==> src/hw/rtl/ternary_cfc_ffn_neuron_unit_assert.svh <==
// Assertion macros for the ternary recurrent FFN neuron unit.
`ifndef TERNARY_CFC_FFN_NEURON_UNIT_ASSERT_SVH
`define TERNARY_CFC_FFN_NEURON_UNIT_ASSERT_SVH

// Same-cycle implication, sampled on clk and disabled in reset.
`define TCFN_ASSERT_NOW(label, ante, cons, msg) \
  label: assert property (@(posedge clk) disable iff (rst) (ante) |-> (cons)) \
    else $error(msg);

// Next-cycle implication, sampled on clk and disabled in reset.
`define TCFN_ASSERT_NEXT(label, ante, cons, msg) \
  label: assert property (@(posedge clk) disable iff (rst) (ante) |=> (cons)) \
    else $error(msg);

`endif

==> src/hw/rtl/tcfn_pkg.sv <==
// Shared types and constants of the ternary recurrent FFN neuron unit.
package tcfn_pkg;

  localparam int LANES    = 4;
  localparam int ACT_W    = 24;
  localparam int SUM_W    = 40;

  // Weight codes
  localparam logic [1:0] W_PLUS  = 2'd1;
  localparam logic [1:0] W_MINUS = 2'd2;

  // Result modes (anything else acts as the plain gate dot)
  localparam logic [1:0] MODE_RNN   = 2'd0;
  localparam logic [1:0] MODE_GATED = 2'd1;

  localparam logic signed [41:0] SUM_HI = 42'sd549755813887;
  localparam logic signed [41:0] SUM_LO = -42'sd549755813888;

  // 27 in Q24, the constant term of the tanh rational
  localparam logic [29:0] C27 = 30'd452984832;

  typedef enum logic [4:0] {
    ST_CLEAR, ST_IDLE, ST_RD, ST_HP, ST_SIGX_H, ST_S_SET, ST_S_WB,
    ST_X2_SET, ST_X2_WB, ST_NUM_SET, ST_NUM_WB, ST_DIV, ST_T_WB,
    ST_P1_SET, ST_P1_WB, ST_P2_SET, ST_P2_WB, ST_P3_SET, ST_P3_WB, ST_HN,
    ST_SIGX_G, ST_SG_SET, ST_SG_WB, ST_SIL_SET, ST_SIL_WB, ST_OUT_SET,
    ST_OUT, ST_MUL
  } state_t;

  typedef enum logic [4:0] {
    OP_NONE, OP_CLEAR, OP_RD, OP_HP, OP_SIGX_H, OP_SIGX_G,
    OP_M_SIG, OP_M_X2, OP_M_NUM, OP_M_P1, OP_M_P2, OP_M_P3, OP_M_SIL, OP_M_OUT,
    OP_MUL, OP_W_S, OP_W_SG, OP_W_X2, OP_W_NUM, OP_DIV, OP_W_T,
    OP_W_P1, OP_W_P2, OP_W_P3, OP_W_HN, OP_W_SIL, OP_W_OUT
  } dp_op_t;

  typedef struct packed {
    logic   accept;
    dp_op_t op;
  } ctl_cmd_t;

  typedef struct packed {
    logic clr_last;
    logic mul_last;
    logic div_last;
    logic tanh_sat;
    logic out_free;
  } dp_stat_t;

  // One lane of a saturating ternary accumulate
  function automatic logic signed [SUM_W-1:0] lane_acc(
    input logic signed [SUM_W-1:0] s,
    input logic signed [ACT_W-1:0] a,
    input logic [1:0]              code
  );
    logic signed [41:0] t;
    begin
      case (code)
        W_PLUS:  t = 42'(s) + 42'(a);
        W_MINUS: t = 42'(s) - 42'(a);
        default: t = 42'(s);
      endcase
      if (t > SUM_HI) t = SUM_HI;
      else if (t < SUM_LO) t = SUM_LO;
      lane_acc = t[SUM_W-1:0];
    end
  endfunction

endpackage

==> src/hw/rtl/tcfn_ctrl.sv <==
// Sequencer for the row finish: clearing pass, accept, and datapath steps.
module tcfn_ctrl
  import tcfn_pkg::*;
(
  input  logic     clk,
  input  logic     rst,
  input  logic     in_valid,
  input  logic     last,
  input  logic [1:0] mode,
  output logic     in_stall,
  output ctl_cmd_t cmd,
  input  dp_stat_t stat
);

  state_t     state, state_next;
  state_t     ret, ret_next;
  logic [1:0] mode_r;

  // State, return point and row mode
  always_ff @(posedge clk) begin
    if (rst) begin
      state  <= ST_CLEAR;
      ret    <= ST_IDLE;
      mode_r <= MODE_RNN;
    end else begin
      state <= state_next;
      ret   <= ret_next;
      if (cmd.accept && last) begin
        mode_r <= mode;
      end
    end
  end

  assign in_stall = (state != ST_IDLE);

  // Next state and datapath command
  always_comb begin
    state_next = state;
    ret_next   = ret;
    cmd.accept = 1'b0;
    cmd.op     = OP_NONE;
    case (state)
      ST_CLEAR: begin
        cmd.op = OP_CLEAR;
        if (stat.clr_last) state_next = ST_IDLE;
      end
      ST_IDLE: begin
        cmd.accept = in_valid;
        if (in_valid && last) begin
          case (mode)
            MODE_RNN:   state_next = ST_RD;
            MODE_GATED: state_next = ST_SIGX_G;
            default:    state_next = ST_OUT;
          endcase
        end
      end
      ST_RD: begin
        cmd.op = OP_RD;
        state_next = ST_HP;
      end
      ST_HP: begin
        cmd.op = OP_HP;
        state_next = ST_SIGX_H;
      end
      ST_SIGX_H: begin
        cmd.op = OP_SIGX_H;
        state_next = ST_S_SET;
      end
      ST_S_SET: begin
        cmd.op = OP_M_SIG;
        ret_next = ST_S_WB;
        state_next = ST_MUL;
      end
      ST_S_WB: begin
        cmd.op = OP_W_S;
        state_next = stat.tanh_sat ? ST_T_WB : ST_X2_SET;
      end
      ST_X2_SET: begin
        cmd.op = OP_M_X2;
        ret_next = ST_X2_WB;
        state_next = ST_MUL;
      end
      ST_X2_WB: begin
        cmd.op = OP_W_X2;
        state_next = ST_NUM_SET;
      end
      ST_NUM_SET: begin
        cmd.op = OP_M_NUM;
        ret_next = ST_NUM_WB;
        state_next = ST_MUL;
      end
      ST_NUM_WB: begin
        cmd.op = OP_W_NUM;
        state_next = ST_DIV;
      end
      ST_DIV: begin
        cmd.op = OP_DIV;
        if (stat.div_last) state_next = ST_T_WB;
      end
      ST_T_WB: begin
        cmd.op = OP_W_T;
        state_next = ST_P1_SET;
      end
      ST_P1_SET: begin
        cmd.op = OP_M_P1;
        ret_next = ST_P1_WB;
        state_next = ST_MUL;
      end
      ST_P1_WB: begin
        cmd.op = OP_W_P1;
        state_next = ST_P2_SET;
      end
      ST_P2_SET: begin
        cmd.op = OP_M_P2;
        ret_next = ST_P2_WB;
        state_next = ST_MUL;
      end
      ST_P2_WB: begin
        cmd.op = OP_W_P2;
        state_next = ST_P3_SET;
      end
      ST_P3_SET: begin
        cmd.op = OP_M_P3;
        ret_next = ST_P3_WB;
        state_next = ST_MUL;
      end
      ST_P3_WB: begin
        cmd.op = OP_W_P3;
        state_next = ST_HN;
      end
      ST_HN: begin
        cmd.op = OP_W_HN;
        state_next = ST_SIGX_G;
      end
      ST_SIGX_G: begin
        cmd.op = OP_SIGX_G;
        state_next = ST_SG_SET;
      end
      ST_SG_SET: begin
        cmd.op = OP_M_SIG;
        ret_next = ST_SG_WB;
        state_next = ST_MUL;
      end
      ST_SG_WB: begin
        cmd.op = OP_W_SG;
        state_next = ST_SIL_SET;
      end
      ST_SIL_SET: begin
        cmd.op = OP_M_SIL;
        ret_next = ST_SIL_WB;
        state_next = ST_MUL;
      end
      ST_SIL_WB: begin
        cmd.op = OP_W_SIL;
        state_next = ST_OUT_SET;
      end
      ST_OUT_SET: begin
        if (mode_r == MODE_RNN || mode_r == MODE_GATED) begin
          cmd.op = OP_M_OUT;
          ret_next = ST_OUT;
          state_next = ST_MUL;
        end else begin
          state_next = ST_OUT;
        end
      end
      ST_OUT: begin
        if (stat.out_free) begin
          cmd.op = OP_W_OUT;
          state_next = ST_IDLE;
        end
      end
      ST_MUL: begin
        cmd.op = OP_MUL;
        if (stat.mul_last) state_next = ret;
      end
      default: state_next = ST_IDLE;
    endcase
  end

endmodule

==> config.mk <==
export PLATFORM = sky130hd
export DESIGN_NAME = tcfn_ctrl
export DESIGN_NICKNAME = d
export VERILOG_FILES = /design/src/hw/rtl/ternary_cfc_ffn_neuron_unit_assert.svh /design/src/hw/rtl/tcfn_pkg.sv /design/src/hw/rtl/tcfn_ctrl.sv
export SDC_FILE = /design/constraint.sdc
export NUM_CORES = 1
export LEC_CHECK = 0
export ABC_AREA = 1
export BUFFER_PORTS_ARGS = -buffer_cell sky130_fd_sc_hd__buf_2
export CAP_MARGIN = 0
export CORE_MARGIN = 2
export CORE_UTILIZATION = 60
export DETAILED_ROUTE_END_ITERATION = 10
export PLACE_DENSITY = 0.87
export SKIP_CTS_REPAIR_TIMING = 1
export SLEW_MARGIN = 20
export SYNTH_ARGS = -nofsm -noshare
export SYNTH_HDL_FRONTEND = slang
export SYNTH_SLANG_ARGS = --single-unit
export TNS_END_PERCENT = 30
==> constraint.sdc <==
create_clock -name clk -period 4.4 [get_ports clk]
set_input_delay 0.88 -clock clk [delete_from_list [all_inputs] [get_ports clk]]
set_output_delay 0.88 -clock clk [all_outputs]
set_load 0.05 [all_outputs]
# Word level (Yosys, flattened, before mapping)
# Index checks and enable logic that the tools add are counted.
# totals
input_bits,11
out_inout_bits,7
word_cells,65
ff_bits,12
# op_classes
reduce_logical,11
n_eq_ne,36
muxes,15
# ops
operator,n
$pmux 5 s26,1
$pmux 5 s21,1
$eq 5x5->1 const B,12
$pmux 5 s9,1
$eq 5x4->1 const B,8
$mux 5,7
$eq 5x3->1 const B,4
$ne 2x2->1 const B,6
$eq 5x2->1 const B,2
$pmux 5 s2,1
$reduce_bool 9->1,1
$mux 4,2
$reduce_or 8->1,1
$eq 5x1->1 const B,1
$logic_not 5->1,1
$ne 5x1->1 const B,1
$reduce_and 5->1,1
$eq 2x1->1 const B,2
$logic_not 2->1,2
$logic_and 1x1->1,2
$mux 1,2
$reduce_and 2->1,1
$reduce_or 2->1,1
$logic_or 1x1->1,1

# Longest topological paths before layout
# depth
word_depth,4
ltp_mapped,12
depth_no_buf,11

# Worst setup path before layout
# No wires, ideal clock.
# synth_timing
path_kind,register to output
from,register state[3]
to,output cmd[5] (netlist name)
setup_slack_ps,1751
required_ps,3520
n_path_buf,1
stages_incl_launch_ff,5
t_arrival_ps,1769
path_cell_list,dfxtp_1 buf_2 nor2_2 nand3_2 nor2_1
# synth_rtl
element,line_no,text
"start, declared",tcfn_ctrl.sv:15,"state_t state, state_next;"
"start signal, assigned",tcfn_ctrl.sv:26,state <= state_next;
"end, declared",tcfn_ctrl.sv:11,"output ctl_cmd_t cmd,"

==> impl_metrics.tcl <==
set metrics [dict create \
    status "completed" \
    post_drt_wl_per_cell_um 13.9 \
    cts_tree "done" \
    slowest_stage "dfxtp_1" \
    antenna_cells 0 \
    place.gp.congestion 1.07 \
    synth_most_common_cell "nand2_1" \
    synth-adder-area-share 0 \
    fp.dieW_um 47.3 \
    finalHoldViolCount 0 \
    grt_pass1_vias 1349 \
    synthCells 211 \
    path_cells "nand3_1, inv_1, nand2_1, nor2_1, inv_1, nand4_1, buf_2" \
    cts_buffers 3 \
    hp-class "reg -> reg" \
    synth_top_area_cell "dfxtp_1" \
    start_util 0.643 \
    fin_crit_sh 0.716 \
    ys_top_cells_by_area "dfxtp_1 (20%), nand2_1 (16%), nor2_1 (12%)" \
    synthMuxAreaShare 0 \
    drc 0 \
    syn_to_final_growth_pct 11.6 \
    root_buffer "clkbuf_4" \
    fin_worst_skew_ps 7.26 \
    path_max_fanout 15 \
    tightest_slew_ps 548 \
    peakVddDrop_mv 0.378 \
    clock_latency_ps 280 \
    synth_area_mm2 0.00112 \
    synth_area_per_cell_um2 5.32 \
    antenna_left 0 \
    fin_setup_tns_ps 0 \
    dp_hpwl_mm 2.80 \
    drtIter0Drc 164 \
    synth_simple_gate_area_frac 0.540 \
    synth_common_cells "nand2_1 (47), nor2_1 (35), inv_1 (27), nand3_1 (23), dfxtp_1 (11)" \
    synth_top_area_frac 0.196 \
    rsz0062_at_grt "no" \
    async_reset_ff_frac 0 \
    synth_xor_area_frac 0 \
    antenna_found_initial 0 \
    dieArea_mm2 0.00223 \
    grt_pass1_wl_mm 5.63 \
    io_pins 18 \
    fmax_mhz 318 \
    cp-end-kind "output port" \
    via_per_inst 5.96 \
    coreArea_mm2 0.00175 \
    synth_nets 222 \
    min_period_ps 3150 \
    synth_edf_count 0 \
    placed_cells 250 \
    clockBufferDepth 2 \
    setup_violations 0 \
    placedInstanceArea_mm2 0.00122 \
    wl_mm 3.54 \
    first_pass_iters 5 \
    power.density_mw_per_mm2 655 \
    synth_compound_area_frac 0.135 \
    htreeDepth 1 \
    crit_top_cell "inv_1" \
    synth_cell_type_count 26 \
    cp-start-kind "register" \
    yosysSeqAreaShare 0.196 \
    vias 1515 \
    synth_top_family_by_area "simple AND/OR/NAND/NOR gates" \
    die-height_um 47.3 \
    rows 15 \
    leakage_nw 0.732 \
    relSlewSlack 0.634 \
    cts.clk_slew.worst_paths_ps 80 \
    synth_seq_cells 11 \
    ys.flop_type "dfxtp_1" \
    slew_violations 0 \
    grt_overflow 0 \
    max_stage_delay_ps 670 \
    drive_above_1_share 0.170 \
    fin_area_mm2 0.00125 \
    fin_nets 241 \
    cp.required_ps 3520 \
    cp.arrival_ps 2270 \
    grt_usage 0.352 \
    ys_warn_count 0 \
    clock-sinks 11 \
    io_buffer_count 17 \
    grt_max_degree 16 \
    fin_cells 254 \
    cap_violations 0 \
    critPathKind "reg -> out" \
]
## final cells by class
class | instances | area (µm²)
Fill cell | 163 | 493
Multi-Input combinational cell | 162 | 757
Clock inverter | 1 | 5.00
Tap cell | 25 | 31.3
Clock buffer | 3 | 22.5
Timing Repair Buffer | 17 | 85.1
Sequential cell | 11 | 220
Inverter | 35 | 131
## where the power goes
| part | switching (W) | internal (W) | total, W |
|---|---|---|---|
| Sequential | 0.0000532 | 0.000130 | 0.000183 |
| Clock | 0.0000368 | 0.0000337 | 0.0000705 |
| Combinational | 0.000414 | 0.000152 | 0.000566 |
| Total | 0.000504 | 0.000316 | 0.000820 |
## cell usage in the layout, fill, tap and decap left out, drive strengths merged
cell	instances
nor3b	1
nand4	8
inv	34
nor3	7
o31ai	1
nor2	43
a31oi	2
o2111ai	1
o21ai	13
or2	1
a21oi	9
clkbuf	3
o22ai	2
nand2	48
dfxtp	11
clkinv	2
and3	1
buf	17
nand3	24
nor4	1
## through the flow
| stage | utilization | setup slack, ps | hold slack (ps) | total power (W) |
|---|---|---|---|---|
| after CTS | 0.718 | 1350 | 461 | 0.000805 |
| after floorplan | - | 1750 | 419 | 0.000612 |
| after detailed placement | 0.702 | 1660 | 446 | 0.000735 |
| after global placement | 0.702 | 1740 | 436 | 0.000730 |
| after global routing | 0.718 | 1100 | 477 | 0.000875 |
| final | 0.718 | 1250 | 459 | 0.000820 |
## kinds of logic after synthesis
kind of cell    after synthesis
flops                        11
compound gates               28
buf+inv                      38
simple gates                134
## critical path: cells and delay by family, from the launching register on
kind	cells	cell delay, ps
flops	1	670
buf+inv	3	530
simple gates	4	780
## routing by layer
metal / wire length, µm / track usage / share of wire / up-vias
li1: - / - / - / 729
met1: 1360 / 0.449 / 0.38 / 623
met2: 1560 / 0.562 / 0.44 / 134
met3: 463 / 0.104 / 0.13 / 29
met4: 155 / 0.122 / 0.044 / 0
met5: 0 / 0 / 0 / -
## path summary, 6_finish.rpt
check           end     start  depth (start not counted)  slack (ps)
max          cmd[2]  state[4]                          7        1250
min          ret[0]    ret[0]                          2         460
max reg2reg  ret[2]  state[4]                          9        2270
min reg2reg  ret[0]    ret[0]                          2         460
## state kept, by name (all words and copies together) (netlist names)
signal and flops:
ret 5, mode_r 1, state 5
Power figures use the tool's default switching activity.
